**config.mk**
```make
export PLATFORM = sky130hd
export DESIGN_NAME = rctenc_ram
export DESIGN_NICKNAME = d
export VERILOG_FILES = /design/src/hdl/rctenc_ram.sv
export SDC_FILE = /design/constraint.sdc
export NUM_CORES = 1
export LEC_CHECK = 0
export BUFFER_PORTS_ARGS = -buffer_cell sky130_fd_sc_hd__buf_2
export CORE_ASPECT_RATIO = 1.25
export CORE_MARGIN = 2
export CORE_UTILIZATION = 63
export CTS_BUF_LIST = sky130_fd_sc_hd__clkbuf_2
export DETAILED_ROUTE_END_ITERATION = 8
export MAX_ROUTING_LAYER = met4
export PLACE_DENSITY = 0.78
export RECOVER_POWER = 50
export REMOVE_ABC_BUFFERS = 1
export SETUP_SLACK_MARGIN = 0.15
export SLEW_MARGIN = 20
export SYNTH_ARGS = -nofsm -noshare
export SYNTH_HDL_FRONTEND = slang
export SYNTH_SLANG_ARGS = --single-unit
```
**constraint.sdc**
```tcl
create_clock -name clk -period 2.4 [get_ports clk]
set_clock_uncertainty 0.2 [all_clocks]
set_input_delay 0.12 -clock clk [delete_from_list [all_inputs] [get_ports clk]]
set_output_delay 0.12 -clock clk [all_outputs]
set_load 0.05 [all_outputs]
```
**src/hdl/rctenc_ram.sv**
```systemverilog
module rctenc_ram
    #(
        parameter int DATA_W = 8,
        parameter int DEPTH  = 16
    )
    (
        input  logic                      clk,
        input  logic                      we,
        input  logic [$clog2(DEPTH)-1:0]  waddr,
        input  logic [DATA_W-1:0]         wdata,
        input  logic                      re,
        input  logic [$clog2(DEPTH)-1:0]  raddr,
        output logic [DATA_W-1:0]         rdata
    );

    logic [DATA_W-1:0] mem_reg [DEPTH];
    logic [DATA_W-1:0] rdata_reg;

    always_ff @(posedge clk)
    begin
        if (we)
        begin
            mem_reg[waddr] <= wdata;
        end
        if (re)
        begin
            rdata_reg <= mem_reg[raddr];
        end
    end

    assign rdata = rdata_reg;

endmodule

```
==> results of run 1 <==
==> through the flow <==
step | instance area (sq um) | utilization (%) | hold slack [ps] | total power, mW | cells
3_3_place_gp | 5560 | 68.24 | 292.3 | 3.010 | 361
5_1_grt | 5912 | 72.56 | 101.2 | 4.072 | 412
6_report | 5912 | 72.56 | 111.1 | 3.922 | 412
3_5_place_dp | 5560 | 68.24 | 304.7 | 3.020 | 361
2_1_floorplan | 5141 | - | 18.87 | 2.884 | 219
4_1_cts | 5921 | 72.67 | 57.85 | 3.957 | 412
==> placed cells by master, fill, tap and decap left out <==
cell,instances
nand2b_1,2
dlygate4sd3_1,21
or3b_2,1
edfxtp_1,136
mux4_1,14
nor2_1,13
buf_2,16
a22oi_2,1
nor2b_1,1
and2_1,1
clkinv_2,4
and2b_1,1
dlymetal6s4s_1,1
clkbuf_2,21
nand3b_1,2
clkinv_1,4
nor3_1,4
nand2_1,9
clkbuf_1,11
buf_12,2
buf_4,16
nand3_1,1
mux4_2,18
a22oi_1,15
==> power breakdown <==
part / switching (mW) / total, mW / internal [mW]
clock network: 0.684 / 0.932 / 0.248
registers: 0.0139 / 2.69 / 2.67
logic: 0.178 / 0.304 / 0.127
total: 0.875 / 3.92 / 3.05
==> repair_timing <==
| item | 4_1_cts | 5_1_grt |
|---|---|---|
| endpoints found under the setup margin | 0 | 1 |
| gates resized for setup | 0 | 2 |
| hold buffers | 22 | 0 |
| endpoints found under the hold margin | 272 | 0 |
==> cells by family after synthesis <==
| group | Yosys count | share of synthesized area, % |
|---|---|---|
| AND/OR/NAND/NOR | 35 | 3.136 |
| multiplexers | 32 | 14.79 |
| buffers and inverters | 10 | 1.651 |
| flip-flops | 136 | 78.12 |
| AO/OA/AOI/OAI | 16 | 2.298 |
==> worst max-delay path, stage by stage, from the launching register on <==
cell	delay, ps
edfxtp_1	390
mux4_1	510
a22oi_2	190
nand2_1	60
dlygate4sd3_1	550
==> how the worst max path moves through the flow <==
| stage | from | end | cells after the start |
|---|---|---|---|
| 5_1_grt | mem_reg[0][4] | rdata[4] | 4 |
| 2_1_floorplan | waddr[2] | mem_reg[0][0] | 2 |
| 6_report | mem_reg[8][4] | rdata[4] | 4 |
| 3_5_place_dp | raddr[0] | rdata[0] | 5 |
| 4_1_cts | mem_reg[10][4] | rdata[4] | 4 |
| 3_3_place_gp | raddr[0] | rdata[0] | 5 |
==> per-layer routing <==
layer | up-vias | track usage, % | share of wire, %
li1 | 1133 | - | -
met1 | 1267 | 29.29 | 38
met2 | 96 | 37.72 | 54
met3 | 16 | 5.638 | 6.1
met4 | 0 | 10.88 | 1.3
met5 | - | - | 0
==> layout make-up <==
cell class              count  area (sq um)
flip-flops and latches    136          4084
fillers                   489          2236
multi-input cells          83          1062
repair buffers             67         504.2
well taps                  97         121.4
clock buffers              21         105.1
clock inverters             8         35.03
==> reports/metrics.cfg, run 1 <==
[outcome]
run_status = finished, final reports clean

[floorplan]
core_sq_um = 8148
ioPinCount = 27
die_h_um = 105.8
start_util_pct = 64.16
fp.dieArea_sq_um = 9047
die_w_um = 85.48
rows = 37

[sta]
fin_tns_setup_ps = 0
setup_viol = 0
max_clock_freq_mhz = 467.3
maxSlewHeadroom_pct = 48.50
setup_ws_ps = 260.0
worst_pin_slew_ps = 769.7
slew_viol_final = 0
hold_violations = 0
rsz0062_at_grt = false
period_needed_ps = 2140
finalCritPeriodShare_pct = 89.17

[synth]
yosys_register_bits = 136
synthFlopType = edfxtp_1
netlist_area_sq_um = 5228
ys_types = 18
synthTopCellsByCount = edfxtp_1, mux4_2, a22oi_1
syn_avg_cell_area_sq_um = 22.83
synth_warnings = 0
async_reset_ff_share_pct = 0
synth_top_area_share_pct = 78.12
yosys-top-cells-area = edfxtp_1, mux4_2, mux4_1, a22oi_1, nor2_1
synth_top_area_cell = edfxtp_1
synth.most_common_cell = edfxtp_1
synth_seq_area_share_pct = 78.12
synth-edff-count = 136
netlist_instances = 229

[power]
power.density_nw_per_um2 = 663.5
power.leakage_nw = 2.002
ir_drop_v = 0.0004713

[finish]
drive_gt1_share_pct = 25.08
largest_reg_flops = 128
syn_to_final_growth_pct = 13.09
diodes = 0
final_nets = 324

[worst_setup_path]
reg2reg_depth = 4
r2r_end = rdata[4]
start_kind = register
arrival_ps = 2360
crit_required_ps = 2620
cp_max_fo = 1
r2r_slack_ps = 260
r2r-start = mem_reg[8][4]
cp-end-kind = register
crit_type = reg -> reg

[route]
first_iter_violations = 205
vias = 2512
wire_per_inst_um = 22.66
ant_nets = 0
first_pass_iters = 4
drt_wl_total_um = 9337
drc_errors = 0
via_per_inst = 6.097

[global_routing]
grt_use_total_pct = 23.75
gr-total-overflow = 0
grt_max_degree = 33
grt_pass1_vias = 2609
antenna_found_initial = 0
grt_pass1_wl_um = 14440

[clock_tree]
cts_tree = built
clock-sinks = 136
htreeDepth = 4
clkTransAtPathRegs_ps = 150
clockBufferDepth = 2
clkLatencyLatePin_ps = 660
post-cts-setup-buffers = 0
cts_buffers = 17
clockRootBuffer = clkbuf_2

[place]
dp_hpwl_um = 6160
place.gp.congestion = 0.7559
port_buffers = 26
place_ws_ps = 472.0

[min_path]
hp-class = in -> reg
min_path_cells = 5
hold_start = raddr[0]
min_to = rdata[3]

[job]
cap_violations = 0

Note: power is estimated with default switching activity, not from simulation.
==> inputs of run 2 (changes only) <==
--- a/config.mk
+++ b/config.mk
@@ -12,7 +12,7 @@
 export CTS_BUF_LIST = sky130_fd_sc_hd__clkbuf_2
 export DETAILED_ROUTE_END_ITERATION = 8
 export MAX_ROUTING_LAYER = met4
-export PLACE_DENSITY = 0.78
+export PLACE_DENSITY = 0.91
 export RECOVER_POWER = 50
 export REMOVE_ABC_BUFFERS = 1
 export SETUP_SLACK_MARGIN = 0.15
==> run 2 against run 1 <==
  * Register-to-register slack got worse by 20 ps
  * Sequential share of layout area fell by 1.2 points
  * Critical path type unchanged
  * Clock-buffer cell count fell by 4
  * Via count rose by 4.5%
  * Highest routed layer unchanged
  * Critical endpoint unchanged
  * Largest cell class unchanged
  * Setup slack got worse by 23 ps
  * Fmax fell by 1.1%
  * Cell count fell by 0.24%
  * Global-route usage rose by 1.8 points
==> reports/metrics.cfg, run 2 (same netlist as run 1, synthesis figures left out) <==
[sta]
slew_viol_final = 0  ; unchanged
finalCritPeriodShare_pct = 90.12  ; +0.95 points
max_clock_freq_mhz = 462.4  ; -1.1%
setup_ws_ps = 237.2  ; -22.80 ps
hold_slack_ps = 87.24  ; -23.83 ps
hold_violations = 0  ; unchanged
maxSlewHeadroom_pct = 43.05  ; -5.4 points
fin_tns_setup_ps = 0  ; unchanged
rsz0062_at_grt = false
setup_viol = 0  ; unchanged
worst_pin_slew_ps = 851.1  ; +81.37 ps
period_needed_ps = 2163  ; +22.80 ps

[place]
place.gp.congestion = 0.7978  ; +5.5%
dp_hpwl_um = 6497  ; +5.5%
place_ws_ps = 412.4  ; -59.55 ps
port_buffers = 26  ; unchanged

[finish]
final_nets = 320  ; -1.2%
largest_reg_flops = 128  ; unchanged
syn_to_final_growth_pct = 15.13
mostFrequentLayoutCells = edfxtp_1, dlygate4sd3_1, mux4_2, clkbuf_2
diodes = 0  ; unchanged
final_util_pct = 73.86  ; +1.3 points
drive_gt1_share_pct = 25.48  ; +0.40 points
mostFrequentLayoutCell = edfxtp_1
nFillCells = 458  ; -6.3%

[clock_tree]
clock-sinks = 136  ; unchanged
cts_tree = built
clockRootBuffer = clkbuf_2
clockBufferDepth = 2  ; unchanged
clkLatencyLatePin_ps = 680  ; +20 ps
post-cts-setup-buffers = 0  ; unchanged
htreeDepth = 4  ; unchanged
cts_buffers = 17  ; unchanged
clkTransAtPathRegs_ps = 180  ; +30 ps

[outcome]
run_status = finished, final reports clean

[min_path]
hp-class = in -> reg
hold_start = raddr[0]
min_to = rdata[0]
min_path_cells = 5  ; unchanged

[route]
ant_nets = 0  ; unchanged
wire_per_inst_um = 24.97  ; +10%
drt_wl_total_um = 10260  ; +9.9%
vias = 2625  ; +4.5%
via_per_inst = 6.387  ; +4.8%
drc_errors = 0  ; unchanged
first_iter_violations = 142  ; -31%
first_pass_iters = 6  ; +2

[floorplan]
die_w_um = 85.48  ; unchanged
die_h_um = 105.8  ; unchanged
fp.dieArea_sq_um = 9047  ; unchanged
rows = 37  ; unchanged
start_util_pct = 64.16  ; unchanged
ioPinCount = 27  ; unchanged
core_sq_um = 8148  ; unchanged

[power]
pwr-share-comb_pct = 6.8  ; -1.0 points
p_sw_uw = 969.1  ; +11%
swShare_pct = 21.36  ; -0.94 points
power.leakage_nw = 2.017  ; +0.75%
power.density_nw_per_um2 = 753.7  ; +14%
power.internal_mw = 3.567  ; +17%
p_clk_share_pct = 34.0  ; +10 points
ir_drop_v = 0.0006008  ; +27%
seqPwrFrac_pct = 59.2  ; -9.3 points

[worst_setup_path]
reg2reg_depth = 4  ; unchanged
cp-end-kind = register
crit_type = reg -> reg
r2r_slack_ps = 240  ; -20 ps
start_kind = register
cp_max_fo = 1  ; unchanged
crit_required_ps = 2660  ; +40 ps
arrival_ps = 2420  ; +60 ps
r2r_end = rdata[4]
r2r-start = mem_reg[10][4]

[global_routing]
grt_pass1_vias = 2752  ; +5.5%
grt_pass1_wl_um = 15380  ; +6.5%
antenna_found_initial = 0  ; unchanged
gr-total-overflow = 0  ; unchanged
grt_max_degree = 33  ; unchanged
grt_use_total_pct = 25.59  ; +1.8 points

[job]
cap_violations = 0  ; unchanged

[run 2: cell types whose count changed in the layout (fill, tap and decap cells not counted), moves of 2 or more]
cell,delta
clkinv_1,-2
buf_4,-3
clkbuf_2,-4
bufinv_16,+5
clkinvlp_4,+4
[run 2: how the worst max path moves through the flow]
stage | startpoint | endpoint | slack, ps | cells past startpoint
floorplan | waddr[2] | mem_reg[0][0] | 590 | 2
global placement | raddr[0] | rdata[1] | 450 | 5
detailed placement | raddr[0] | rdata[5] | 410 | 5
CTS | mem_reg[9][1] | rdata[1] | 250 | 4
global route | mem_reg[9][1] | rdata[1] | 200 | 4
finish | mem_reg[10][4] | rdata[4] | 240 | 4
[run 2: power by group through the flow]
stage	registers, mW	logic (mW)	clock network, mW
global placement	2.74	0.271	0
floorplan	2.78	0.107	0
detailed placement	2.74	0.283	0
global route	2.69	0.326	1.65
finish	2.69	0.307	1.54
CTS	2.69	0.310	1.56
[run 2: area by class of cell]
type | count | area, sq um | area share [%]
sequential | 136 | 4084 | 67.86
multi-input combinational | 83 | 1057 | 17.57
timing repair buffer | 63 | 462.9 | 7.692
clock inverter | 15 | 207.7 | 3.451
tap | 97 | 121.4 | 2.017
clock buffer | 17 | 85.08 | 1.414
[run 2: per-stage QoR]
stage | instance area [sq um] | std cells | power, mW
floorplan | 5141 | 219 | 2.884
global placement | 5545 | 359 | 3.006
detailed placement | 5545 | 359 | 3.024
CTS | 6038 | 411 | 4.558
global route | 6018 | 411 | 4.669
finish | 6018 | 411 | 4.536
[run 2: critical path: stages, from the launching register on]
cell           delay (ps)
edfxtp_1              410
mux4_1                500
a22oi_1               200
dlygate4sd3_1         580
nand2_1                50
[run 2: repair_timing]
action                    in CTS  in global routing
resized for setup              0                  0
hold endpoints to repair     272                  0
hold buffers                  20                  0
[run 2: metal layers]
metal,track usage (%),vias to the layer above,part of all wire [%]
li1,-,1129,-
met1,29.90,1329,37
met2,40.96,147,53
met3,7.283,20,6.5
met4,12.59,0,3.4
met5,-,-,0
==> inputs of run 3 (changes only) <==
--- a/config.mk
+++ b/config.mk
@@ -7,7 +7,7 @@
 export LEC_CHECK = 0
 export BUFFER_PORTS_ARGS = -buffer_cell sky130_fd_sc_hd__buf_2
 export CORE_ASPECT_RATIO = 1.25
-export CORE_MARGIN = 2
+export CORE_MARGIN = 3
 export CORE_UTILIZATION = 63
 export CTS_BUF_LIST = sky130_fd_sc_hd__clkbuf_2
 export DETAILED_ROUTE_END_ITERATION = 8
==> run 3 against run 2 <==
  * Sequential power hardly changed
  * First-iteration DRC count is 73% higher
  * Power is 1.6% lower
  * Routed wire length is 10% higher
  * Critical path depth is 1 higher
  * Clock-buffer cell count stayed put
  * Sequential share of layout area is 0.099 points lower
  * Flip-flop and latch count stayed put
  * Cell count stayed put
  * Critical path type is now in -> reg
  * Largest cell class unchanged
  * Largest power group unchanged
==> reports/metrics.cfg, run 3 (same netlist as run 1, synthesis figures left out) <==
[place]
place.gp.congestion = 0.7478  ; -6.3%
port_buffers = 26  ; unchanged
place_ws_ps = 433.6  ; +21.16 ps
dp_hpwl_um = 6341  ; -2.4%
dpl.cell_count = 356  ; -0.84%

[route]
ant_nets = 0  ; unchanged
drt_wl_total_um = 11310  ; +10%
vias = 2711  ; +3.3%
drc_errors = 0  ; unchanged
via_per_inst = 6.596  ; +3.3%
first_iter_violations = 245  ; +73%
wire_per_inst_um = 27.52  ; +10%
first_pass_iters = 5  ; -1

[sta]
hold_slack_ps = 99.71  ; +12.47 ps
setup_ws_ps = 40.17  ; -197.1 ps
setup_viol = 0  ; unchanged
max_clock_freq_mhz = 423.8  ; -8.4%
finalCritPeriodShare_pct = 98.33  ; +8.2 points
worst_pin_slew_ps = 767.8  ; -83.21 ps
hold_violations = 0  ; unchanged
maxSlewHeadroom_pct = 48.81  ; +5.8 points
period_needed_ps = 2360  ; +197.1 ps
fin_tns_setup_ps = 0  ; unchanged
slew_viol_final = 0  ; unchanged
rsz0062_at_grt = true

[floorplan]
fp.dieArea_sq_um = 9434  ; +4.3%
start_util_pct = 65.94  ; +1.8 points
die_h_um = 107.8  ; +1.9%
core_sq_um = 7928  ; -2.7%
rows = 36  ; -2.7%
die_w_um = 87.48  ; +2.3%
ioPinCount = 27  ; unchanged

[worst_setup_path]
start_kind = primary input
crit_required_ps = 2540  ; -120 ps
crit_type = in -> reg
cp_max_fo = 8  ; +7
arrival_ps = 2500  ; +80 ps
cp-end-kind = register

[power]
power.density_nw_per_um2 = 740.9  ; -1.7%
power.leakage_nw = 2.031  ; +0.69%
pwr-share-comb_pct = 7.1  ; +0.3 points
ir_drop_v = 0.0007283  ; +21%
seqPwrFrac_pct = 60.2  ; +1.0 points
p_sw_mw = 1.000  ; +3.2%
power.internal_mw = 3.465  ; -2.9%
p_clk_share_pct = 32.6  ; -1.4 points
swShare_pct = 22.40  ; +1.0 points

[global_routing]
gr-total-overflow = 0  ; unchanged
grt_pass1_vias = 2797  ; +1.6%
antenna_found_initial = 0  ; unchanged
grt_pass1_wl_um = 17100  ; +11%
grt_use_total_pct = 27.58  ; +2.0 points
grt_max_degree = 33  ; unchanged

[finish]
final_util_pct = 76.03  ; +2.2 points
mostFrequentLayoutCells = edfxtp_1, dlygate4sd3_1, mux4_2, clkbuf_2, buf_2
final_nets = 322  ; +0.63%
instances_no_fill = 411  ; unchanged
nFillCells = 414  ; -9.6%
largest_reg_flops = 128  ; unchanged
syn_to_final_growth_pct = 15.29
mostFrequentLayoutCell = edfxtp_1
drive_gt1_share_pct = 25.95  ; +0.47 points
diodes = 0  ; unchanged

[clock_tree]
clockBufferDepth = 2  ; unchanged
clock-sinks = 136  ; unchanged
cts_buffers = 17  ; unchanged
htreeDepth = 4  ; unchanged
clkLatencyLatePin_ps = 690  ; about the same
cts_tree = built
clockRootBuffer = clkbuf_2
clkTransAtPathRegs_ps = 180  ; about the same

[job]
cap_violations = 0  ; unchanged

[outcome]
run_status = finished, final reports clean

[min_path]
hp-class = in -> reg

## run 3: cell types whose count changed in the layout (fill, tap and decap cells not counted), sizes merged
cell	delta
bufinv	-1
clkinv	+1
dlymetal6s4s	+1
dlygate4sd3	+2
clkbuf	-3
buf	+2
## run 3: final timing paths
kind / from / to / slack, ps / cells after the start
setup reg to reg: mem_reg[8][2] / rdata[2] / 170 / 4
hold reg to reg: mem_reg[14][7] / rdata[7] / 570 / 3
hold / removal: raddr[0] / rdata[7] / 100 / 5
setup / recovery: waddr[3] / mem_reg[2][2] / 40 / 5
## run 3: cell type report
cell class	instances	area [sq um]	share of cell area, %
sequential	136	4084	67.76
multi-input combinational	83	1059	17.56
timing repair buffer	65	496.7	8.242
clock inverter	15	183.9	3.052
tap	95	118.9	1.972
clock buffer	17	85.08	1.412
## run 3: routing by layer
metal	up-vias	GRT usage (%)	wire length, um
li1	1134	-	-
met1	1363	33.77	4008
met2	184	44.29	6094
met3	30	6.049	832
met4	0	12.50	374
met5	-	-	0
## run 3: power by group through the flow
stage | registers [mW] | clock network, mW | logic [mW]
global route | 2.69 | 1.57 | 0.337
CTS | 2.69 | 1.47 | 0.310
detailed placement | 2.74 | 0 | 0.281
global placement | 2.74 | 0 | 0.269
finish | 2.69 | 1.46 | 0.319
floorplan | 2.78 | 0 | 0.107
## run 3: stage by stage
step / cell area (sq um) / power [mW]
2_1_floorplan: 5141 / 2.884
3_3_place_gp: 5535 / 3.006
3_5_place_dp: 5535 / 3.022
4_1_cts: 6035 / 4.471
5_1_grt: 6027 / 4.597
6_report: 6027 / 4.465
## run 3: worst max-delay path, cell delays in order
cell and delay [ps]:
dlygate4sd3_1 530, buf_2 150, or3b_2 470, dlygate4sd3_1 630, nor2_1 600
## run 3: what timing repair did
item	4_1_cts	5_1_grt
resized for setup	0	3
setup endpoints to repair	0	18
buffers inserted	0	0
hold buffers	23	0
endpoints found under the hold margin	270	0
