## config.mk

```make
export PLATFORM = sky130hd
export DESIGN_NAME = rctenc_coder
export DESIGN_NICKNAME = d
export VERILOG_FILES = /design/src/hdl/rctenc_pkg.sv /design/src/hdl/rctenc_coder.sv
export SDC_FILE = /design/constraint.sdc
export NUM_CORES = 1
export LEC_CHECK = 0
export BUFFER_PORTS_ARGS = -buffer_cell sky130_fd_sc_hd__buf_2
export CAP_MARGIN = 20
export CORE_MARGIN = 2
export CORE_UTILIZATION = 30
export DETAILED_ROUTE_END_ITERATION = 8
export PLACE_DENSITY_LB_ADDON = 0.2
export SLEW_MARGIN = 20
export SYNTH_ARGS = -nofsm -noshare
export SYNTH_HDL_FRONTEND = slang
export SYNTH_SLANG_ARGS = --single-unit
```

## constraint.sdc

```tcl
create_clock -name vclk -period 17.7
set_clock_uncertainty 0.15 [all_clocks]
set_input_delay 1.77 -clock vclk [all_inputs]
set_output_delay 1.77 -clock vclk [all_outputs]
set_load 0.05 [all_outputs]
```

## src/hdl/rctenc_pkg.sv

```systemverilog
package rctenc_pkg;

    localparam int SAMPLE_W     = 8;
    localparam int COMP_W       = 9;
    localparam int NUM_COMP     = 4;
    localparam int NUM_COLOR    = 3;
    localparam int PRED_W       = 3;
    localparam int WIDTH_W      = 13;
    localparam int CFG_W        = 13;
    localparam int CFG_INDEX_W  = 2;
    localparam int CAT_W        = 4;
    localparam int TCODE_W      = 11;
    localparam int TSIZE_W      = 4;
    localparam int CODE_W       = 18;
    localparam int COUNT_W      = 5;
    localparam int COMP_ID_W    = 2;

    localparam logic [COMP_W-1:0]  HALF_RANGE    = 9'h100;
    localparam logic [COMP_W-1:0]  CHROMA_OFFSET = 9'h100;
    localparam logic [WIDTH_W-1:0] WIDTH_RESET   = 13'd4096;

    // Configuration register indexes.
    typedef enum logic [CFG_INDEX_W-1:0] {
        REG_PREDICTOR = 2'd0,
        REG_ALPHA     = 2'd1,
        REG_WIDTH     = 2'd2
    } cfg_reg_t;

    // Lossless JPEG predictor numbers. Zero and seven share the average.
    localparam logic [PRED_W-1:0] PRED_LEFT       = 3'd1;
    localparam logic [PRED_W-1:0] PRED_ABOVE      = 3'd2;
    localparam logic [PRED_W-1:0] PRED_ABOVE_LEFT = 3'd3;
    localparam logic [PRED_W-1:0] PRED_PLANE      = 3'd4;
    localparam logic [PRED_W-1:0] PRED_LEFT_HALF  = 3'd5;
    localparam logic [PRED_W-1:0] PRED_ABOVE_HALF = 3'd6;

    localparam logic [COMP_ID_W-1:0] COMP_Y     = 2'd0;
    localparam logic [COMP_ID_W-1:0] COMP_CB    = 2'd1;
    localparam logic [COMP_ID_W-1:0] COMP_CR    = 2'd2;
    localparam logic [COMP_ID_W-1:0] COMP_ALPHA = 2'd3;

    typedef struct packed {
        logic [SAMPLE_W-1:0] blue;
        logic [SAMPLE_W-1:0] green;
        logic [SAMPLE_W-1:0] red;
        logic [SAMPLE_W-1:0] alpha;
        logic                frame_start;
    } pixel_t;

    typedef struct packed {
        logic [CODE_W-1:0]    code_bits;
        logic [COUNT_W-1:0]   bit_count;
        logic [COMP_ID_W-1:0] component;
        logic                 last_of_pixel;
    } code_t;

    // One coded component before it is tagged for the output channel.
    typedef struct packed {
        logic [CODE_W-1:0]  code_bits;
        logic [COUNT_W-1:0] bit_count;
    } word_t;

    // Hand-over of a coded pixel to the output queue.
    typedef struct packed {
        logic load;
        logic four;
    } push_t;

    function automatic logic [TCODE_W-1:0] luma_code(input logic [CAT_W-1:0] cat);
        case (cat)
            4'd0:    return 11'h000;
            4'd1:    return 11'h002;
            4'd2:    return 11'h003;
            4'd3:    return 11'h004;
            4'd4:    return 11'h005;
            4'd5:    return 11'h006;
            4'd6:    return 11'h00E;
            4'd7:    return 11'h01E;
            4'd8:    return 11'h03E;
            4'd9:    return 11'h07E;
            4'd10:   return 11'h0FE;
            4'd11:   return 11'h1FE;
            default: return 11'h000;
        endcase
    endfunction

    function automatic logic [TSIZE_W-1:0] luma_size(input logic [CAT_W-1:0] cat);
        case (cat)
            4'd0:    return 4'd2;
            4'd1:    return 4'd3;
            4'd2:    return 4'd3;
            4'd3:    return 4'd3;
            4'd4:    return 4'd3;
            4'd5:    return 4'd3;
            4'd6:    return 4'd4;
            4'd7:    return 4'd5;
            4'd8:    return 4'd6;
            4'd9:    return 4'd7;
            4'd10:   return 4'd8;
            4'd11:   return 4'd9;
            default: return 4'd0;
        endcase
    endfunction

    function automatic logic [TCODE_W-1:0] chroma_code(input logic [CAT_W-1:0] cat);
        case (cat)
            4'd0:    return 11'h000;
            4'd1:    return 11'h001;
            4'd2:    return 11'h002;
            4'd3:    return 11'h006;
            4'd4:    return 11'h00E;
            4'd5:    return 11'h01E;
            4'd6:    return 11'h03E;
            4'd7:    return 11'h07E;
            4'd8:    return 11'h0FE;
            4'd9:    return 11'h1FE;
            4'd10:   return 11'h3FE;
            4'd11:   return 11'h7FE;
            default: return 11'h000;
        endcase
    endfunction

    function automatic logic [TSIZE_W-1:0] chroma_size(input logic [CAT_W-1:0] cat);
        case (cat)
            4'd0:    return 4'd2;
            4'd1:    return 4'd2;
            4'd2:    return 4'd2;
            4'd3:    return 4'd3;
            4'd4:    return 4'd4;
            4'd5:    return 4'd5;
            4'd6:    return 4'd6;
            4'd7:    return 4'd7;
            4'd8:    return 4'd8;
            4'd9:    return 4'd9;
            4'd10:   return 4'd10;
            4'd11:   return 4'd11;
            default: return 4'd0;
        endcase
    endfunction

endpackage

```

## src/hdl/rctenc_coder.sv

```systemverilog
module rctenc_coder
    import rctenc_pkg::*;
    (
        input  logic [COMP_W-1:0]  sample,
        input  logic [COMP_W-1:0]  left,
        input  logic [COMP_W-1:0]  above,
        input  logic [COMP_W-1:0]  above_left,
        input  logic [PRED_W-1:0]  predictor,
        input  logic               chroma,
        output word_t              word
    );

    localparam int ARITH_W = 12;
    localparam int MAG_W   = COMP_W + 1;
    localparam int BITS_W  = TCODE_W + MAG_W - 1;

    logic signed [ARITH_W-1:0] a;
    logic signed [ARITH_W-1:0] b;
    logic signed [ARITH_W-1:0] c;
    logic signed [ARITH_W-1:0] pred;
    logic [ARITH_W-1:0]        diff_full;
    logic [MAG_W-1:0]          res_ext;
    logic [MAG_W-1:0]          mag;
    logic [MAG_W-1:0]          adj;
    logic [MAG_W-1:0]          mant;
    logic [CAT_W-1:0]          cat;
    logic [TCODE_W-1:0]        tcode;
    logic [TSIZE_W-1:0]        tsize;
    logic [BITS_W-1:0]         bits;

    assign a = signed'(ARITH_W'(left));
    assign b = signed'(ARITH_W'(above));
    assign c = signed'(ARITH_W'(above_left));

    // Halved terms use an arithmetic shift, which rounds toward minus infinity.
    always_comb
    begin
        case (predictor)
            PRED_LEFT:       pred = a;
            PRED_ABOVE:      pred = b;
            PRED_ABOVE_LEFT: pred = c;
            PRED_PLANE:      pred = a + b - c;
            PRED_LEFT_HALF:  pred = a + ((b - c) >>> 1);
            PRED_ABOVE_HALF: pred = b + ((a - c) >>> 1);
            default:         pred = (a + b) >>> 1;
        endcase
    end

    // The residual wraps to nine bits, so only its low bits matter.
    assign diff_full = ARITH_W'(sample) - pred;
    assign res_ext   = {diff_full[COMP_W-1], diff_full[COMP_W-1:0]};
    assign mag       = res_ext[MAG_W-1] ? (~res_ext + MAG_W'(1)) : res_ext;
    assign adj       = res_ext[MAG_W-1] ? (res_ext - MAG_W'(1)) : res_ext;

    always_comb
    begin
        cat = '0;
        for (int k = 0; k < MAG_W; k++)
        begin
            if (mag[k])
            begin
                cat = CAT_W'(k + 1);
            end
        end
    end

    assign mant  = adj & ((MAG_W'(1) << cat) - MAG_W'(1));
    assign tcode = chroma ? chroma_code(cat) : luma_code(cat);
    assign tsize = chroma ? chroma_size(cat) : luma_size(cat);
    assign bits  = (BITS_W'(tcode) << cat) | BITS_W'(mant);

    assign word.code_bits = bits[CODE_W-1:0];
    assign word.bit_count = COUNT_W'(tsize) + COUNT_W'(cat);

endmodule

```

==> results of run 1 <==
worst max-delay path: cells and delay by family:
kind                       cells  cell delay, ns
xor gates and xnor gates       5            1.51
muxes                          1            0.37
adders and majority gates      5            1.75
and+or+nand+nor                4            1.18
buffers and inverters          2            0.39
AOI/OAI and AO/OA             13            2.93
worst min-delay path by stage:
| stage | from | endpoint | slack [ns] | cells after the start |
|---|---|---|---|---|
| 2_1_floorplan | chroma | word[22] | 3.98 | 4 |
| 3_3_place_gp | chroma | word[19] | 4.07 | 4 |
| 3_5_place_dp | chroma | word[19] | 4.07 | 4 |
| 4_1_cts | chroma | word[19] | 4.08 | 4 |
| 5_1_grt | chroma | word[19] | 4.12 | 4 |
| 6_report | chroma | word[19] | 4.08 | 4 |
final cells by class:
cell class	instances	area [um2]	share of cell area
Inverter	38	145.1	0.02736
Tap cell	216	270.3	0.05096
Multi-Input combinational cell	595	4566	0.8608
Timing Repair Buffer	64	322.8	0.06086
routing by layer:
metal	up-vias	track usage	wire length, um
met2	162	0.3444	8013
met4	0	0.03755	341
met3	28	0.009365	657
met5	-	0	0
met1	2471	0.2359	7299
li1	2571	-	-
cells by family (layout without fill, tap and decap cells):
group,Yosys count,count (layout),share of synthesized area
compound gates,256,256,0.3836
simple gates,181,181,0.1849
fa+ha+maj,80,80,0.2208
xor+xnor,59,59,0.1146
buf+inv,55,102,0.04974
mux,19,19,0.04635
cells in the final DEF, fill, tap and decap left out, types with 8 or more instances in the layout:
cell type  synthesis  final
xnor2_1           38     38
nor2_1            49     49
nand2_1           44     44
mux2i_1           10     10
inv_1             33     33
fa_1               8      8
nor2b_1            8      8
nand3_1           15     15
ha_1              72     72
o21bai_1          11     11
o21a_1            14     14
o21ai_0           37     37
nor3_1            22     22
buf_2              3     63
nand2b_1           9      9
o22ai_1           17     17
xor2_1            18     18
a211oi_1           8      8
a21oi_1           57     57
a21o_1            24     24
per-stage QoR:
| step | area (um2) | cells | hold slack [ns] |
|---|---|---|---|
| after floorplan | 4805 | 650 | 3.978 |
| after global placement | 5304 | 913 | 4.072 |
| after detailed placement | 5304 | 913 | 4.073 |
| final | 5304 | 913 | 4.081 |
| after CTS | 5304 | 913 | 4.075 |
| after global routing | 5304 | 913 | 4.118 |
==> impl_metrics.env, run 1 <==
export IMPL_fp_dieW_um=130.6
export IMPL_worst_slack_ns=5.873
export IMPL_syn2layout_area_growth_pct=10.39
export IMPL_synth_top_cells_by_count="ha_1, a21oi_1, nor2_1"
export IMPL_regArea_um2=0
export IMPL_critPathArrivalTime_ns=9.91
export IMPL_synth_cell_type_count=86
export IMPL_final_layout_size_suffix_gt1_frac=0.1449
export IMPL_postCtsSetupBuffers=0
export IMPL_rows=46
export IMPL_avgSynthCellArea_um2=7.392
export IMPL_fmax_mhz=84.55
export IMPL_via_per_inst=5.731
export IMPL_die_height_um=130.6
export IMPL_final_nets=819
export IMPL_synth_nets=770
export IMPL_setup_tns_ns=0
export IMPL_syn_area_um2=4805
export IMPL_grt_pass1_wl_um=25650
export IMPL_setup_violations=0
export IMPL_wl_per_cell_um=17.87
export IMPL_seq_cell_count=0
export IMPL_crit_fanout=20
export IMPL_worst_pin_slew_ns=1.037
export IMPL_ys_warn_count=0
export IMPL_ios=63
export IMPL_hold_viol_final=0
export IMPL_cts_hold_buf=0
export IMPL_end_kind="primary output"
export IMPL_first_iter_violations=317
export IMPL_synth_top_area_cell="ha_1"
export IMPL_worstSetupStartpointType="input pin"
export IMPL_utilization=0.3363
export IMPL_yosys_cell_count_top_type="ha_1"
export IMPL_gp_congestion=0.9393
export IMPL_start_util=0.3047
export IMPL_clock_buffers=0
export IMPL_min_period_ns=11.83
export IMPL_worstSetupEndpoint="word[9]"
export IMPL_ys_seq_area_frac=0
export IMPL_crit_path_top_delay_cell="xnor2_2"
export IMPL_preCtsSetupSlack_ns=5.993
export IMPL_post_route_drc_count=0
export IMPL_rsz0062_at_grt="false"
export IMPL_maxCapViolations=0
export IMPL_synth_cells=650
export IMPL_dieArea_um2=17040
export IMPL_fin_crit_sh=0.6682
export IMPL_dp_hpwl_um=13540
export IMPL_n_fill_cell=1712
export IMPL_slew_viol_final=0
export IMPL_firstDrtPassIters=5
export IMPL_grt_pass1_vias=5122
export IMPL_grt_usage=0.1848
export IMPL_core_area_um2=15770
export IMPL_postCtsResizedCells=0
export IMPL_ant_nets=0
export IMPL_ys_top_cells_by_area="ha_1, xnor2_1, a21oi_1"
export IMPL_grt_antenna_before_repair=0
export IMPL_diodes=0
export IMPL_worstSetupStartpoint="above[0]"
export IMPL_relSlewSlack=0.3075
export IMPL_min_path_type="in -> out"
export IMPL_grt_max_degree=21
export IMPL_netlist_area_leader_share=0.1875
export IMPL_critPathMaxStageDelay_ns=0.79
export IMPL_path_class="in -> out"
export IMPL_status="finished clean"
export IMPL_grt_overflow=0
export IMPL_routed_wl_um=16310
export IMPL_crit_required_ns=15.78
export IMPL_port_buffer_count=63
export IMPL_via_count=5232
Power of run 1 is not shown: default switching activity piles up to over one toggle a cycle in this logic, so the estimate is an artifact.
==> run 2, diff against run 1 <==
Clock period 17.7 ns to 11.5 ns, I/O delays scaled along.
==> run 2 against run 1 <==
  * Die area unchanged
  * Design area increased by 0.14%
  * Non-clock buffer count increased by 1
  * Wire length decreased by 1.6%
  * Critical endpoint unchanged
==> impl_metrics.env, run 2 (synthesis gave the netlist of run 1 again) <==
export IMPL_cts_hold_buf=0
export IMPL_fp_dieW_um=130.6
export IMPL_stdcell_area_um2=5311
export IMPL_die_height_um=130.6
export IMPL_routed_wl_um=16050
export IMPL_first_iter_violations=414
export IMPL_rows=46
export IMPL_whs_path_depth=4
export IMPL_post_route_drc_count=0
export IMPL_wl_per_cell_um=17.56
export IMPL_grt_pass1_wl_um=25360
export IMPL_worstSetupStartpointType="input pin"
export IMPL_postCtsSetupBuffers=0
export IMPL_placed_cell_area_um2=5311
export IMPL_syn2layout_area_growth_pct=10.55
export IMPL_ios=63
export IMPL_worstSetupEndpoint="word[9]"
export IMPL_seq_cell_count=0
export IMPL_grt_antenna_before_repair=0
export IMPL_via_per_inst=5.679
export IMPL_critPathArrivalTime_ns=9.16
export IMPL_port_buffer_count=63
export IMPL_crit_required_ns=10.20
export IMPL_grt_usage=0.1820
export IMPL_setup_tns_ns=0
export IMPL_final_layout_size_suffix_gt1_frac=0.1461
export IMPL_cp_num_cells=31
export IMPL_ant_nets=0
export IMPL_via_count=5191
export IMPL_path_class="in -> out"
export IMPL_fmax_mhz=95.60
export IMPL_path_delay_family="compound AO/OA/AOI/OAI gates"
export IMPL_worst_pin_slew_ns=0.9055
export IMPL_relSlewSlack=0.3933
export IMPL_final_nets=820
export IMPL_grt_max_degree=20
export IMPL_postCtsResizedCells=0
export IMPL_hold_start="chroma"
export IMPL_fin_crit_sh=0.9096
export IMPL_min_period_ns=10.46
export IMPL_final_common_cell="ha_1"
export IMPL_start_util=0.3047
export IMPL_rsz0062_at_grt="false"
export IMPL_final_cell_mix="ha_1, buf_2, a21oi_1, nor2_1, nand2_1"
export IMPL_crit_path_top_delay_cell="xnor2_2"
export IMPL_dieArea_um2=17040
export IMPL_hold_viol_final=0
export IMPL_grt_overflow=0
export IMPL_clock_buffers=0
export IMPL_dp_hpwl_um=13340
export IMPL_setup_violations=0
export IMPL_regArea_um2=0
export IMPL_gp_congestion=0.9302
export IMPL_min_path_type="in -> out"
export IMPL_slew_viol_final=0
export IMPL_firstDrtPassIters=5
export IMPL_worstSetupStartpoint="above[0]"
export IMPL_maxCapViolations=0
export IMPL_grt_pass1_vias=5041
export IMPL_status="finished clean"
export IMPL_diodes=0
export IMPL_critPathMaxStageDelay_ns=0.79
export IMPL_crit_fanout=18
export IMPL_core_area_um2=15770
export IMPL_end_kind="primary output"
export IMPL_crit_buf_inv=3
## run 2: cell count changes in the layout (fill, tap and decap cells not counted)
cell   before  now
buf_4       1    2
## run 2: final cells by class
cell class | instances | area [um2]
Fill cell | 1731 | 10460
Tap cell | 216 | 270.3
Timing Repair Buffer | 65 | 330.3
Multi-Input combinational cell | 595 | 4566
Inverter | 38 | 145.1
## run 2: per-layer routing
layer,track usage,part of all wire,vias up
met4,0.02753,0.015,0
li1,-,-,2573
met1,0.2403,0.45,2433
met2,0.3370,0.50,167
met5,0,0,-
met3,0.004886,0.041,18
## run 2: stage by stage
stage	cells	util	setup slack [ns]	hold WS, ns
after global placement	914	0.3368	1.271	2.844
final	914	0.3368	1.039	2.860
after detailed placement	914	0.3368	1.173	2.838
after floorplan	650	-	1.833	2.738
after global routing	914	0.3368	0.5133	2.904
after CTS	914	0.3368	1.153	2.838
## run 2: worst min-delay path, stage by stage
cell	delay (ns)
buf_2	0.18
nand2_1	0.21
o32ai_1	0.11
buf_2	0.21
## run 2: how the worst min path moves through the flow
| stage | to | slack, ns |
|---|---|---|
| 6_report | word[19] | 2.86 |
| 5_1_grt | word[19] | 2.90 |
| 3_5_place_dp | word[19] | 2.84 |
| 3_3_place_gp | word[19] | 2.84 |
| 4_1_cts | word[19] | 2.84 |
| 2_1_floorplan | word[22] | 2.74 |
Power of run 2 is left out for the same reason.
==> run 3, diff against run 2 <==
Settings changed: BUFFER_PORTS_ARGS -buffer_cell sky130_fd_sc_hd__buf_2 to -buffer_cell sky130_fd_sc_hd__clkbuf_2.
==> run 3 against run 2 <==
  * Via count did not move
  * Final cell count stayed put
  * Non-clock buffer count unchanged
  * Maximum frequency increased by 0.12%
  * Core utilization unchanged
  * Sequential share of layout area did not move
  * Die area unchanged
  * Setup slack better by 0.013 ns
  * Design area is the same
  * First-iteration DRC count is 5.1% lower
  * Wire length increased by 0.60%
  * Clock-buffer cell count stayed put
  * Highest routed layer unchanged
==> impl_metrics.env, run 3 (synthesis gave the netlist of run 1 again) <==
export IMPL_port_buffer_count=63
export IMPL_grt_pass1_vias=5089
export IMPL_crit_fanout=18
export IMPL_wl_per_cell_um=17.67
export IMPL_final_nets=820
export IMPL_crit_buf_inv=3
export IMPL_final_layout_size_suffix_gt1_frac=0.1461
export IMPL_seq_cell_count=0
export IMPL_min_to="word[19]"
export IMPL_dieArea_um2=17040
export IMPL_final_cell_mix="ha_1, clkbuf_2, a21oi_1, nor2_1, nand2_1"
export IMPL_die_height_um=130.6
export IMPL_status="finished clean"
export IMPL_critPathArrivalTime_ns=9.15
export IMPL_postCtsResizedCells=0
export IMPL_dp_hpwl_um=13480
export IMPL_fp_dieW_um=130.6
export IMPL_maxCapViolations=0
export IMPL_first_iter_violations=393
export IMPL_end_kind="primary output"
export IMPL_postCtsSetupBuffers=0
export IMPL_ios=63
export IMPL_cp_num_cells=31
export IMPL_regArea_um2=0
export IMPL_grt_pass1_wl_um=25660
export IMPL_rows=46
export IMPL_grt_max_degree=20
export IMPL_clock_buffers=0
export IMPL_routed_wl_um=16150
export IMPL_min_path_type="in -> out"
export IMPL_path_delay_family="compound AO/OA/AOI/OAI gates"
export IMPL_ant_nets=0
export IMPL_gp_congestion=0.9505
export IMPL_start_util=0.3047
export IMPL_rsz0062_at_grt="false"
export IMPL_grt_antenna_before_repair=0
export IMPL_via_per_inst=5.679
export IMPL_grt_overflow=0
export IMPL_firstDrtPassIters=5
export IMPL_crit_path_top_delay_cell="xnor2_2"
export IMPL_relSlewSlack=0.3327
export IMPL_core_area_um2=15770
export IMPL_cts_hold_buf=0
export IMPL_crit_required_ns=10.20
export IMPL_worst_pin_slew_ns=0.9925
export IMPL_fmax_mhz=95.71
export IMPL_critPathMaxStageDelay_ns=0.80
export IMPL_fin_crit_sh=0.9085
export IMPL_final_common_cell="ha_1"
export IMPL_setup_violations=0
export IMPL_grt_usage=0.1843
export IMPL_hold_start="chroma"
export IMPL_setup_tns_ns=0
export IMPL_diodes=0
export IMPL_slew_viol_final=0
export IMPL_min_period_ns=10.45
export IMPL_whs_path_depth=4
export IMPL_syn2layout_area_growth_pct=10.55
export IMPL_via_count=5191
export IMPL_worstSetupStartpointType="input pin"
export IMPL_post_route_drc_count=0
export IMPL_hold_viol_final=0
export IMPL_path_class="in -> out"
run 3: layout make-up:
| cell class | count | area, um2 |
|---|---|---|
| Inverter | 38 | 145.1 |
| Fill cell | 1760 | 10460 |
| Timing Repair Buffer | 65 | 330.3 |
| Tap cell | 216 | 270.3 |
| Multi-Input combinational cell | 595 | 4566 |
run 3: worst max-delay path by stage:
stage | start | endpoint | slack [ns]
detailed placement | above[0] | word[4] | 1.15
CTS | above[0] | word[4] | 1.13
global placement | above[0] | word[9] | 1.23
finish | above[0] | word[11] | 1.05
floorplan | above[0] | word[14] | 1.83
global route | above[0] | word[9] | 0.57
run 3: routing by layer:
layer / track usage / share of wire
met4: 0.01439 / 0.0079
met2: 0.3480 / 0.50
met1: 0.2424 / 0.46
met3: 0.006515 / 0.034
met5: 0 / 0
run 3: per-stage QoR:
stage | util | setup slack [ns] | cells | hold slack, ns | area (um2)
after floorplan | - | 1.833 | 650 | 2.738 | 4805
after global placement | 0.3368 | 1.227 | 914 | 2.916 | 5311
after detailed placement | 0.3368 | 1.153 | 914 | 2.907 | 5311
after CTS | 0.3368 | 1.128 | 914 | 2.911 | 5311
after global routing | 0.3368 | 0.5732 | 914 | 2.995 | 5311
final | 0.3368 | 1.052 | 914 | 2.923 | 5311
Power of run 3 is left out for the same reason.
