`config.mk`:
```
export PLATFORM = sky130hd
export DESIGN_NAME = rctenc_outq
export DESIGN_NICKNAME = d
export VERILOG_FILES = /design/src/hdl/rctenc_pkg.sv /design/src/hdl/rctenc_outq.sv
export SDC_FILE = /design/constraint.sdc
export NUM_CORES = 1
export LEC_CHECK = 0
export BUFFER_PORTS_ARGS = -buffer_cell sky130_fd_sc_hd__clkbuf_2
export CAP_MARGIN = 15
export CORE_ASPECT_RATIO = 1.75
export CORE_MARGIN = 4
export CORE_UTILIZATION = 55
export CTS_BUF_LIST = sky130_fd_sc_hd__clkbuf_8
export CTS_CLUSTER_DIAMETER = 80
export DETAILED_ROUTE_END_ITERATION = 10
export PLACE_DENSITY_LB_ADDON = 0.1
export SYNTH_ARGS = -nofsm -noshare
export SYNTH_HDL_FRONTEND = slang
export SYNTH_SLANG_ARGS = --single-unit
```
`constraint.sdc`:
```
create_clock -name clk -period 2.6 [get_ports clk]
set_input_delay 0.39 -clock clk [delete_from_list [all_inputs] [get_ports clk]]
set_output_delay 0.39 -clock clk [all_outputs]
set_load 0.02 [all_outputs]
```
`src/hdl/rctenc_pkg.sv`:
```
package rctenc_pkg;

    localparam int SAMPLE_W     = 8;
    localparam int COMP_W       = 9;
    localparam int NUM_COMP     = 4;
    localparam int NUM_COLOR    = 3;
    localparam int PRED_W       = 3;
    localparam int WIDTH_W      = 13;
    localparam int CFG_W        = 13;
    localparam int CFG_INDEX_W  = 2;
    localparam int CAT_W        = 4;
    localparam int TCODE_W      = 11;
    localparam int TSIZE_W      = 4;
    localparam int CODE_W       = 18;
    localparam int COUNT_W      = 5;
    localparam int COMP_ID_W    = 2;

    localparam logic [COMP_W-1:0]  HALF_RANGE    = 9'h100;
    localparam logic [COMP_W-1:0]  CHROMA_OFFSET = 9'h100;
    localparam logic [WIDTH_W-1:0] WIDTH_RESET   = 13'd4096;

    // Configuration register indexes.
    typedef enum logic [CFG_INDEX_W-1:0] {
        REG_PREDICTOR = 2'd0,
        REG_ALPHA     = 2'd1,
        REG_WIDTH     = 2'd2
    } cfg_reg_t;

    // Lossless JPEG predictor numbers. Zero and seven share the average.
    localparam logic [PRED_W-1:0] PRED_LEFT       = 3'd1;
    localparam logic [PRED_W-1:0] PRED_ABOVE      = 3'd2;
    localparam logic [PRED_W-1:0] PRED_ABOVE_LEFT = 3'd3;
    localparam logic [PRED_W-1:0] PRED_PLANE      = 3'd4;
    localparam logic [PRED_W-1:0] PRED_LEFT_HALF  = 3'd5;
    localparam logic [PRED_W-1:0] PRED_ABOVE_HALF = 3'd6;

    localparam logic [COMP_ID_W-1:0] COMP_Y     = 2'd0;
    localparam logic [COMP_ID_W-1:0] COMP_CB    = 2'd1;
    localparam logic [COMP_ID_W-1:0] COMP_CR    = 2'd2;
    localparam logic [COMP_ID_W-1:0] COMP_ALPHA = 2'd3;

    typedef struct packed {
        logic [SAMPLE_W-1:0] blue;
        logic [SAMPLE_W-1:0] green;
        logic [SAMPLE_W-1:0] red;
        logic [SAMPLE_W-1:0] alpha;
        logic                frame_start;
    } pixel_t;

    typedef struct packed {
        logic [CODE_W-1:0]    code_bits;
        logic [COUNT_W-1:0]   bit_count;
        logic [COMP_ID_W-1:0] component;
        logic                 last_of_pixel;
    } code_t;

    // One coded component before it is tagged for the output channel.
    typedef struct packed {
        logic [CODE_W-1:0]  code_bits;
        logic [COUNT_W-1:0] bit_count;
    } word_t;

    // Hand-over of a coded pixel to the output queue.
    typedef struct packed {
        logic load;
        logic four;
    } push_t;

    function automatic logic [TCODE_W-1:0] luma_code(input logic [CAT_W-1:0] cat);
        case (cat)
            4'd0:    return 11'h000;
            4'd1:    return 11'h002;
            4'd2:    return 11'h003;
            4'd3:    return 11'h004;
            4'd4:    return 11'h005;
            4'd5:    return 11'h006;
            4'd6:    return 11'h00E;
            4'd7:    return 11'h01E;
            4'd8:    return 11'h03E;
            4'd9:    return 11'h07E;
            4'd10:   return 11'h0FE;
            4'd11:   return 11'h1FE;
            default: return 11'h000;
        endcase
    endfunction

    function automatic logic [TSIZE_W-1:0] luma_size(input logic [CAT_W-1:0] cat);
        case (cat)
            4'd0:    return 4'd2;
            4'd1:    return 4'd3;
            4'd2:    return 4'd3;
            4'd3:    return 4'd3;
            4'd4:    return 4'd3;
            4'd5:    return 4'd3;
            4'd6:    return 4'd4;
            4'd7:    return 4'd5;
            4'd8:    return 4'd6;
            4'd9:    return 4'd7;
            4'd10:   return 4'd8;
            4'd11:   return 4'd9;
            default: return 4'd0;
        endcase
    endfunction

    function automatic logic [TCODE_W-1:0] chroma_code(input logic [CAT_W-1:0] cat);
        case (cat)
            4'd0:    return 11'h000;
            4'd1:    return 11'h001;
            4'd2:    return 11'h002;
            4'd3:    return 11'h006;
            4'd4:    return 11'h00E;
            4'd5:    return 11'h01E;
            4'd6:    return 11'h03E;
            4'd7:    return 11'h07E;
            4'd8:    return 11'h0FE;
            4'd9:    return 11'h1FE;
            4'd10:   return 11'h3FE;
            4'd11:   return 11'h7FE;
            default: return 11'h000;
        endcase
    endfunction

    function automatic logic [TSIZE_W-1:0] chroma_size(input logic [CAT_W-1:0] cat);
        case (cat)
            4'd0:    return 4'd2;
            4'd1:    return 4'd2;
            4'd2:    return 4'd2;
            4'd3:    return 4'd3;
            4'd4:    return 4'd4;
            4'd5:    return 4'd5;
            4'd6:    return 4'd6;
            4'd7:    return 4'd7;
            4'd8:    return 4'd8;
            4'd9:    return 4'd9;
            4'd10:   return 4'd10;
            4'd11:   return 4'd11;
            default: return 4'd0;
        endcase
    endfunction

endpackage

```
`src/hdl/rctenc_outq.sv`:
```
module rctenc_outq
    import rctenc_pkg::*;
    (
        input  logic   clk,
        input  logic   rst_n,
        input  push_t  push,
        input  word_t  words [NUM_COMP],
        output logic   can_load,
        output logic   code_valid,
        input  logic   code_ready,
        output code_t  code
    );

    word_t                word_reg [NUM_COMP];
    logic [COMP_ID_W-1:0] idx_reg;
    logic                 four_reg;
    logic                 busy_reg;
    logic                 last;

    assign last     = four_reg ? (idx_reg == COMP_ALPHA) : (idx_reg == COMP_CR);
    assign can_load = !busy_reg || (code_ready && last);

    always_ff @(posedge clk or negedge rst_n)
    begin
        if (!rst_n)
        begin
            busy_reg <= 1'b0;
            idx_reg  <= COMP_Y;
            four_reg <= 1'b0;
        end
        else if (push.load)
        begin
            busy_reg <= 1'b1;
            idx_reg  <= COMP_Y;
            four_reg <= push.four;
        end
        else if (busy_reg && code_ready)
        begin
            if (last)
            begin
                busy_reg <= 1'b0;
            end
            else
            begin
                idx_reg <= idx_reg + COMP_ID_W'(1);
            end
        end
    end

    always_ff @(posedge clk)
    begin
        if (push.load)
        begin
            word_reg <= words;
        end
    end

    assign code_valid         = busy_reg;
    assign code.code_bits     = word_reg[idx_reg].code_bits;
    assign code.bit_count     = word_reg[idx_reg].bit_count;
    assign code.component     = idx_reg;
    assign code.last_of_pixel = last;

endmodule

```
==> results of run 1 <==
-- worst max-delay path: cells and delay by family, from the launching register on --
family	cells	cell delay, ns
buffers and inverters	2	0.46
flip-flops	1	0.36
multiplexers	1	0.61
-- worst max-delay path by stage --
stage | endpoint | cells after the start
floorplan | code[11] | 3
global route | code[24] | 3
CTS | code[24] | 3
finish | code[24] | 3
global placement | code[24] | 3
detailed placement | code[24] | 3
-- synthesized netlist by cell type --
cell / count
xnor2_1: 1
or2_1: 1
a31oi_1: 1
mux4_1: 6
buf_12: 1
buf_2: 1
buf_4: 1
nor2_1: 1
a21oi_1: 1
a41oi_1: 1
mux4_2: 17
nand2_1: 1
dfrtp_1: 4
a311oi_1: 2
nor2b_1: 1
clkbuf_1: 2
mux2_2: 1
inv_1: 2
edfxtp_1: 92
and2_1: 2
a31o_2: 1
buf_6: 2
-- power by group through the flow --
stage / sequential [mW] / clock [mW] / combinational (mW)
6_report: 1.86 / 0.913 / 0.410
5_1_grt: 1.87 / 1.02 / 0.446
4_1_cts: 1.86 / 0.952 / 0.419
3_5_place_dp: 1.90 / 0 / 0.417
3_3_place_gp: 1.89 / 0 / 0.408
2_1_floorplan: 1.89 / 0 / 0.235
-- final cells by class --
class                      count  area (µm²)
sequential                    96        2864
clock inverter                 6       52.55
fill                         443        1784
timing repair buffer         131       690.7
inverter                       2       7.507
tap                           80       100.1
multi-input combinational     37       639.4
clock buffer                  10       137.6
-- through the flow --
stage                     instances  instance area, µm²  hold slack [ns]  power [mW]
after global placement          345                4292           0.2058       2.293
after detailed placement        345                4292           0.2034       2.314
after floorplan                 142                3572          0.09441       2.121
final                           362                4492           0.2032       3.183
after CTS                       362                4492           0.1782       3.232
after global routing            362                4492           0.1698       3.341
-- routing by layer --
| metal | vias up | GRT usage | share of wire |
|---|---|---|---|
| met3 | 10 | 0.08350 | 0.11 |
| met5 | - | 0 | 0 |
| met1 | 920 | 0.1923 | 0.33 |
| li1 | 878 | - | - |
| met4 | 0 | 0.06641 | 0.018 |
| met2 | 93 | 0.3074 | 0.54 |
-- cells in the final DEF, fill, tap and decap left out, drive strengths merged --
cell type / instances
edfxtp: 92
or2: 1
xnor2: 1
a41oi: 1
clkinv: 3
clkbuf: 133
dfrtp: 4
a31oi: 1
a311oi: 2
and2: 2
dlygate4sd3: 1
nand2: 1
mux2: 1
nor2: 1
bufinv: 1
nor2b: 1
a31o: 1
buf: 7
inv: 4
mux4: 23
a21oi: 1
-- cell families (layout without fill, tap and decap cells) --
family | count (synthesis) | after routing | synth area share
AOI/OAI and AO/OA | 6 | 6 | 0.01296
xor gates and xnor gates | 1 | 1 | 0.002452
buffers and inverters | 9 | 149 | 0.01962
muxes | 24 | 24 | 0.1545
and+or+nand+nor | 6 | 6 | 0.009106
DFF | 96 | 96 | 0.8014
==> results.py, run 1 <==
metrics = {
    "setup_path": {
        "max_stage_delay_ns": 0.61,
        "startpoint": "idx_reg[0]",
        "worst-path-max-fanout": 14,
        "cp-end-kind": "output port",
        "worst_r2r_endpoint": "code_valid",
        "cp.required_ns": 2.21,
        "worstPathCellList": "buf_4 -> mux4_1 -> clkbuf_2",
        "critPathKind": "flop to output port",
        "r2r_cells": 3,
        "cp.arrival_ns": 1.77,
        "critPathLaunchType": "flop",
        "cp_slowest_cell": "mux4_1",
        "reg2reg_from": "idx_reg[0]",
        "ff2ff_setup_slack_ns": 1.42,
    },
    "clock_tree": {
        "cts_hold_buf": 1,
        "cts_sinks": 96,
        "cts_resized": 0,
        "clk_pin_slew_ns": 0.09,
        "cts_setup_buffers": 0,
        "cts_buffer_depth": 2,
        "cts_made_buffers": 9,
        "cts_tree": "yes",
        "clk_latency_ns": 0.35,
        "clock-root-buffer": "clkbuf_8",
        "h-tree-depth": 3,
    },
    "yosys": {
        "synthTopCellsByArea": "edfxtp_1, mux4_2, mux4_1, dfrtp_1, buf_6",
        "ys_ff_latch": 96,
        "yosysSeqAreaShare": 0.8014,
        "yosys.area.top_type": "edfxtp_1",
        "synth.cell_area_um2": 3572,
        "synth_cells": 142,
        "synth.distinct_cells": 22,
        "syn_nets": 239,
        "yosys.area.top_type_share": 0.7734,
        "syn_avg_cell_area_um2": 25.16,
        "ys_warn_count": 0,
    },
    "power": {
        "combPwrFrac": 0.129,
        "clock_power_share": 0.287,
        "pwr-share-seq": 0.584,
        "power_leakage_nw": 1.802,
        "irDropWorstVdd_mv": 0.5212,
        "p_sw_uw": 700.3,
        "power_density_nw_per_um2": 708.6,
        "swShare": 0.2200,
        "intPower_mw": 2.483,
    },
    "sta": {
        "period_needed_ns": 2.160,
        "slew_violations": 0,
        "setup_viol": 0,
        "max_freq_mhz": 463.0,
        "worstMarginPinSlew_ns": 0.6093,
        "rsz0062_at_grt": "no",
        "post-route-period-util": 0.8308,
        "hold_violations": 0,
        "finalSetupTns_ns": 0,
        "fin_skew_ns": 0.002259,
        "setup_ws_ns": 0.4400,
        "slew_headroom": 0.5938,
    },
    "detailed_routing": {
        "wl_mm": 6.463,
        "final_antenna_net_count": 0,
        "vias_per_cell": 5.251,
        "dr_total_vias": 1901,
        "drc_errors": 0,
        "drt_iter0_drc": 171,
        "drt_pass1_iterations": 4,
        "wire_per_inst_um": 17.85,
    },
    "floorplanning": {
        "die_h_um": 114.6,
        "ios": 125,
        "die_x_um": 68.92,
        "coreArea_um2": 6276,
        "start_util": 0.5692,
        "rows": 38,
        "die-area_um2": 7899,
    },
    "cells_and_area": {
        "final_core_util": 0.7157,
        "area_growth_pct": 25.74,
        "drive_above_1_share": 0.5816,
        "largest_reg_flops": 92,
        "nets": 374,
        "diodes": 0,
    },
    "worst_hold_path": {
        "hp-start": "words[43]",
        "min_path_type": "primary input to flop",
        "hold_end": "word_reg[43]",
        "min_path_cells": 1,
    },
    "run": {
        "maxCapViolCount": 0,
    },
    "grt": {
        "grt_pass1_wl_mm": 9.867,
        "grt_pass1_vias": 2069,
        "grtUsageTotal": 0.1814,
        "grt_overflow": 0,
        "grt_antenna_before_repair": 0,
        "grt_start_max_net_pins": 51,
    },
    "place": {
        "dp_slack_ns": 0.7871,
        "portBuffers": 124,
        "place.gp.congestion": 0.7173,
    },
    "run_status": {
        "status": "finished clean",
    },
}
Note: power is estimated with default switching activity, not from simulation.
==> run 2: changes to the inputs <==
Settings changed: CORE_UTILIZATION 55 to 46.
Clock period 2.6 ns to 1.95 ns, I/O delays scaled along.
==> results.py, run 2 (synthesis results as in run 1) <==
metrics = {
    "power": {
        "irDropWorstVdd_mv": 0.5919,
        "power_density_nw_per_um2": 909.5,
        "power_leakage_nw": 1.786,
    },
    "grt": {
        "grt_overflow": 0,
        "grt_start_max_net_pins": 49,
        "grt_pass1_vias": 2081,
        "grtUsageTotal": 0.1507,
        "grt_pass1_wl_mm": 10.05,
        "grt_antenna_before_repair": 0,
    },
    "cells_and_area": {
        "diodes": 0,
        "final_core_util": 0.5992,
        "layout_common_cells": "clkbuf_2, edfxtp_1, mux4_2, buf_2, clkbuf_8",
        "area_growth_pct": 26.94,
        "nFillCells": 601,
        "multiInputGateArea_um2": 628.1,
        "layout_commonest_cell": "clkbuf_2",
        "drive_above_1_share": 0.5922,
        "nets": 375,
        "seq_area_um2": 2865,
        "largest_reg_flops": 92,
        "final_cells": 370,
        "final_cell_area_um2": 4534,
    },
    "clock_tree": {
        "clk_pin_slew_ns": 0.08,
        "cts_tree": "yes",
        "clk_latency_ns": 0.35,
        "cts_sinks": 96,
        "cts_made_buffers": 9,
        "cts_buffer_depth": 2,
        "h-tree-depth": 3,
        "clock-root-buffer": "clkbuf_8",
    },
    "floorplanning": {
        "die-area_um2": 9295,
        "die_h_um": 124.6,
        "start_util": 0.4721,
        "die_x_um": 74.62,
        "ios": 125,
        "rows": 42,
        "coreArea_um2": 7567,
    },
    "run_status": {
        "violations": "negative setup slack",
        "status": "finished with violations",
    },
    "setup_path": {
        "reg2reg_from": "idx_reg[0]",
        "cp.required_ns": 1.66,
        "worst_r2r_endpoint": "idx_reg[0]",
        "worst-path-max-fanout": 11,
        "r2r_cells": 4,
        "startpoint": "idx_reg[0]",
        "worstSetupEndpoint": "code[20]",
        "ff2ff_setup_slack_ns": 0.70,
        "critPathKind": "flop to output port",
        "cp-end-kind": "output port",
        "cp.arrival_ns": 1.67,
        "critPathLaunchType": "flop",
    },
    "sta": {
        "setup_ws_ns": -0.01456,
        "max_freq_mhz": 509.0,
        "fin_skew_ns": 0.004997,
        "rsz0062_at_grt": "yes",
        "slew_headroom": 0.8076,
        "worstMarginPinSlew_ns": 0.2885,
        "slew_violations": 0,
        "setup_viol": 3,
        "post-route-period-util": 1.007,
        "period_needed_ns": 1.965,
        "hold_violations": 0,
    },
    "detailed_routing": {
        "dr_total_vias": 1863,
        "wire_per_inst_um": 17.86,
        "drt_iter0_drc": 87,
        "final_antenna_net_count": 0,
        "wl_mm": 6.609,
        "drc_errors": 0,
        "vias_per_cell": 5.035,
        "drt_pass1_iterations": 4,
    },
    "place": {
        "place_area_um2": 4339,
        "place_inst": 353,
        "portBuffers": 124,
        "hpwl_mm": 4.949,
        "place.gp.congestion": 0.7028,
    },
    "run": {
        "maxCapViolCount": 0,
    },
    "worst_hold_path": {
        "min_path_type": "primary input to flop",
    },
}
-- run 2: routing by layer --
metal | global-route usage | wire (µm) | part of all wire
met2 | 0.2540 | 3617 | 0.55
met4 | 0.05660 | 109 | 0.016
met5 | 0 | 0 | 0
met3 | 0.05977 | 621 | 0.094
met1 | 0.1663 | 2260 | 0.34
-- run 2: per-stage QoR --
| step | worst slack [ns] | total power [mW] | hold slack (ns) | TNS, ns |
|---|---|---|---|---|
| final | -0.01456 | 4.124 | 0.1070 | -0.01913 |
| after global routing | -0.09314 | 4.324 | 0.07426 | -1.500 |
| after CTS | -0.05389 | 4.175 | 0.08056 | -0.7328 |
| after detailed placement | 0.2615 | 3.102 | 0.1116 | 0 |
| after global placement | 0.2798 | 3.085 | 0.1108 | 0 |
| after floorplan | 0.2890 | 2.828 | -0.003091 | 0 |
-- run 2: cell type report --
| cell class | instances | share of cell area |
|---|---|---|
| repair buffers | 132 | 0.1700 |
| well taps | 88 | 0.02428 |
| clock inverters | 6 | 0.006347 |
| multi-input cells | 37 | 0.1385 |
| inverters | 2 | 0.001656 |
| clock buffers | 9 | 0.02732 |
| flip-flops and latches | 96 | 0.6319 |
-- run 2: worst min-delay path by stage --
stage | slack [ns] | depth (start not counted) | start | to
4_1_cts | 0.08 | 1 | words[30] | word_reg[30]
2_1_floorplan | -0.003 | 0 | rst_n | code_valid
3_5_place_dp | 0.11 | 1 | rst_n | idx_reg[1]
6_report | 0.11 | 1 | words[89] | word_reg[89]
3_3_place_gp | 0.11 | 1 | rst_n | idx_reg[1]
5_1_grt | 0.07 | 1 | words[88] | word_reg[88]
-- run 2: timing repair --
| action | 4_1_cts | 5_1_grt |
|---|---|---|
| gates cloned | 0 | 0 |
| gates resized for setup | 6 | 28 |
| hold buffers | 1 | 0 |
| hold endpoints to repair | 4 | 0 |
| endpoints found under the setup margin | 16 | 23 |
| buffers inserted | 0 | 1 |
-- run 2: worst max-delay path: stages (launching register included) --
cell and delay [ns]:
dfrtp_2 0.41, buf_12 0.16, mux4_1 0.56, buf_2 0.18
-- run 2: report_power, final --
part	internal (mW)	total [mW]	switching (mW)	leakage (nW)
registers	2.44	2.48	0.0483	0.945
clock network	0.438	1.06	0.619	0.0811
logic	0.298	0.583	0.284	0.760
==> run 3: changes to the inputs <==
Settings changed: CORE_MARGIN 4 to not set, REMOVE_ABC_BUFFERS set to 1.
==> results.py, run 3 (synthesis results as in run 1) <==
metrics = {
    "detailed_routing": {
        "drt_iter0_drc": 175,
        "dr_wl_met3_um": 524,
        "drc_errors": 0,
        "highest_layer": "met4",
        "dr_total_vias": 1878,
        "wl_met2_mm": 3.308,
        "wire_per_inst_um": 16.64,
        "wl_mm": 6.191,
        "wirelength_met1_mm": 2.189,
        "vias_per_cell": 5.048,
        "final_antenna_net_count": 0,
        "drt_pass1_iterations": 4,
    },
    "clock_tree": {
        "h-tree-depth": 3,
        "clock-root-buffer": "clkbuf_8",
        "cts_made_buffers": 9,
        "cts_buffer_depth": 2,
        "cts_sinks": 96,
        "clk_latency_ns": 0.36,
        "clk_pin_slew_ns": 0.09,
        "cts_tree": "yes",
    },
    "grt": {
        "grtUsageTotal": 0.1678,
        "grt_pass1_wl_mm": 9.287,
        "grt_start_max_net_pins": 45,
        "grt_pass1_vias": 2030,
        "grt_overflow": 0,
        "grt_antenna_before_repair": 0,
    },
    "setup_path": {
        "r2r_cells": 4,
        "ff2ff_setup_slack_ns": 0.77,
        "cp.required_ns": 1.66,
        "worst_r2r_endpoint": "idx_reg[1]",
        "critPathLaunchType": "flop",
        "worst-path-max-fanout": 17,
        "cp.arrival_ns": 1.68,
        "reg2reg_from": "idx_reg[0]",
        "critPathKind": "flop to output port",
        "startpoint": "idx_reg[0]",
        "worstSetupEndpoint": "code[10]",
        "cp-end-kind": "output port",
    },
    "run_status": {
        "violations": "negative setup slack",
        "status": "finished with violations",
    },
    "cells_and_area": {
        "layout_common_cells": "clkbuf_2, edfxtp_1, mux4_2, buf_2, clkbuf_8",
        "final_cell_area_um2": 4611,
        "diodes": 0,
        "drive_above_1_share": 0.5915,
        "largest_reg_flops": 92,
        "area_growth_pct": 29.07,
        "nFillCells": 564,
        "layout_commonest_cell": "clkbuf_2",
        "nets": 376,
    },
    "sta": {
        "finalSetupTns_ns": -0.1040,
        "post-route-period-util": 1.011,
        "setup_ws_ns": -0.02156,
        "rsz0062_at_grt": "yes",
        "slew_violations": 0,
        "whs_ns": 0.09929,
        "worstMarginPinSlew_ns": 0.5600,
        "max_freq_mhz": 507.2,
        "hold_violations": 0,
        "setup_viol": 10,
        "slew_headroom": 0.6267,
        "fin_skew_ns": 0.0002698,
        "period_needed_ns": 1.972,
    },
    "floorplanning": {
        "coreArea_um2": 7515,
        "ios": 125,
        "die_x_um": 68.62,
        "die_h_um": 118.6,
        "die-area_um2": 8136,
        "rows": 42,
        "start_util": 0.4754,
    },
    "place": {
        "hpwl_mm": 4.349,
        "place.gp.congestion": 0.6950,
        "place_area_um2": 4334,
        "dp_slack_ns": 0.2750,
        "portBuffers": 124,
    },
    "worst_hold_path": {
        "min_path_type": "primary input to flop",
        "hp-start": "words[48]",
    },
    "power": {
        "power_leakage_nw": 1.827,
        "irDropWorstVdd_mv": 0.6997,
        "power_density_nw_per_um2": 961.3,
    },
    "run": {
        "maxCapViolCount": 0,
    },
}
==> run 3: metrics by stage <==
step | cells | total power, mW | utilization
after floorplan | 135 | 2.806 | -
after global placement | 354 | 3.072 | 0.5768
after detailed placement | 354 | 3.090 | 0.5768
after CTS | 371 | 4.448 | 0.6066
after global routing | 372 | 4.618 | 0.6136
final | 372 | 4.432 | 0.6136
==> run 3: area by class of cell <==
cell class              count  area, µm²  area share
clock buffers               9      123.9     0.02687
multi-input cells          37      631.9      0.1370
clock inverters             7      86.33     0.01872
flip-flops and latches     96       2864      0.6212
inverters                   2      7.507    0.001628
well taps                  88      110.1     0.02388
repair buffers            133      787.0      0.1707
==> run 3: worst min path at each step <==
stage                               to  slack [ns]  depth (start not counted)
after floorplan             code_valid      -0.003                          0
after global placement        four_reg        0.11                          1
after detailed placement    code_valid        0.11                          1
after CTS                 word_reg[70]        0.08                          1
after global routing      word_reg[78]        0.08                          1
final                     word_reg[48]         0.1                          1
==> run 3: layer usage <==
layer	vias to the layer above	global-route usage
met3	11	0.06274
met4	0	0.09375
met2	80	0.2843
met1	907	0.1668
met5	-	0
li1	880	-
==> run 3: power by group <==
group / leakage (nW) / internal (mW) / switching, mW
logic: 0.773 / 0.308 / 0.286
registers: 0.946 / 2.44 / 0.0436
clock network: 0.108 / 0.711 / 0.648
total: 1.83 / 3.45 / 0.978
==> run 3: repair_timing <==
action / CTS / global route
hold endpoints to repair: 4 / 0
gates resized for setup: 1 / 36
setup buffers: 0 / 1
endpoints found under the setup margin: 20 / 25
hold buffers: 1 / 0
==> run 3: critical path, stage by stage, from the launching register on <==
cell and delay [ns]:
dfrtp_2 0.42, buf_12 0.19, mux4_2 0.54, buf_6 0.15
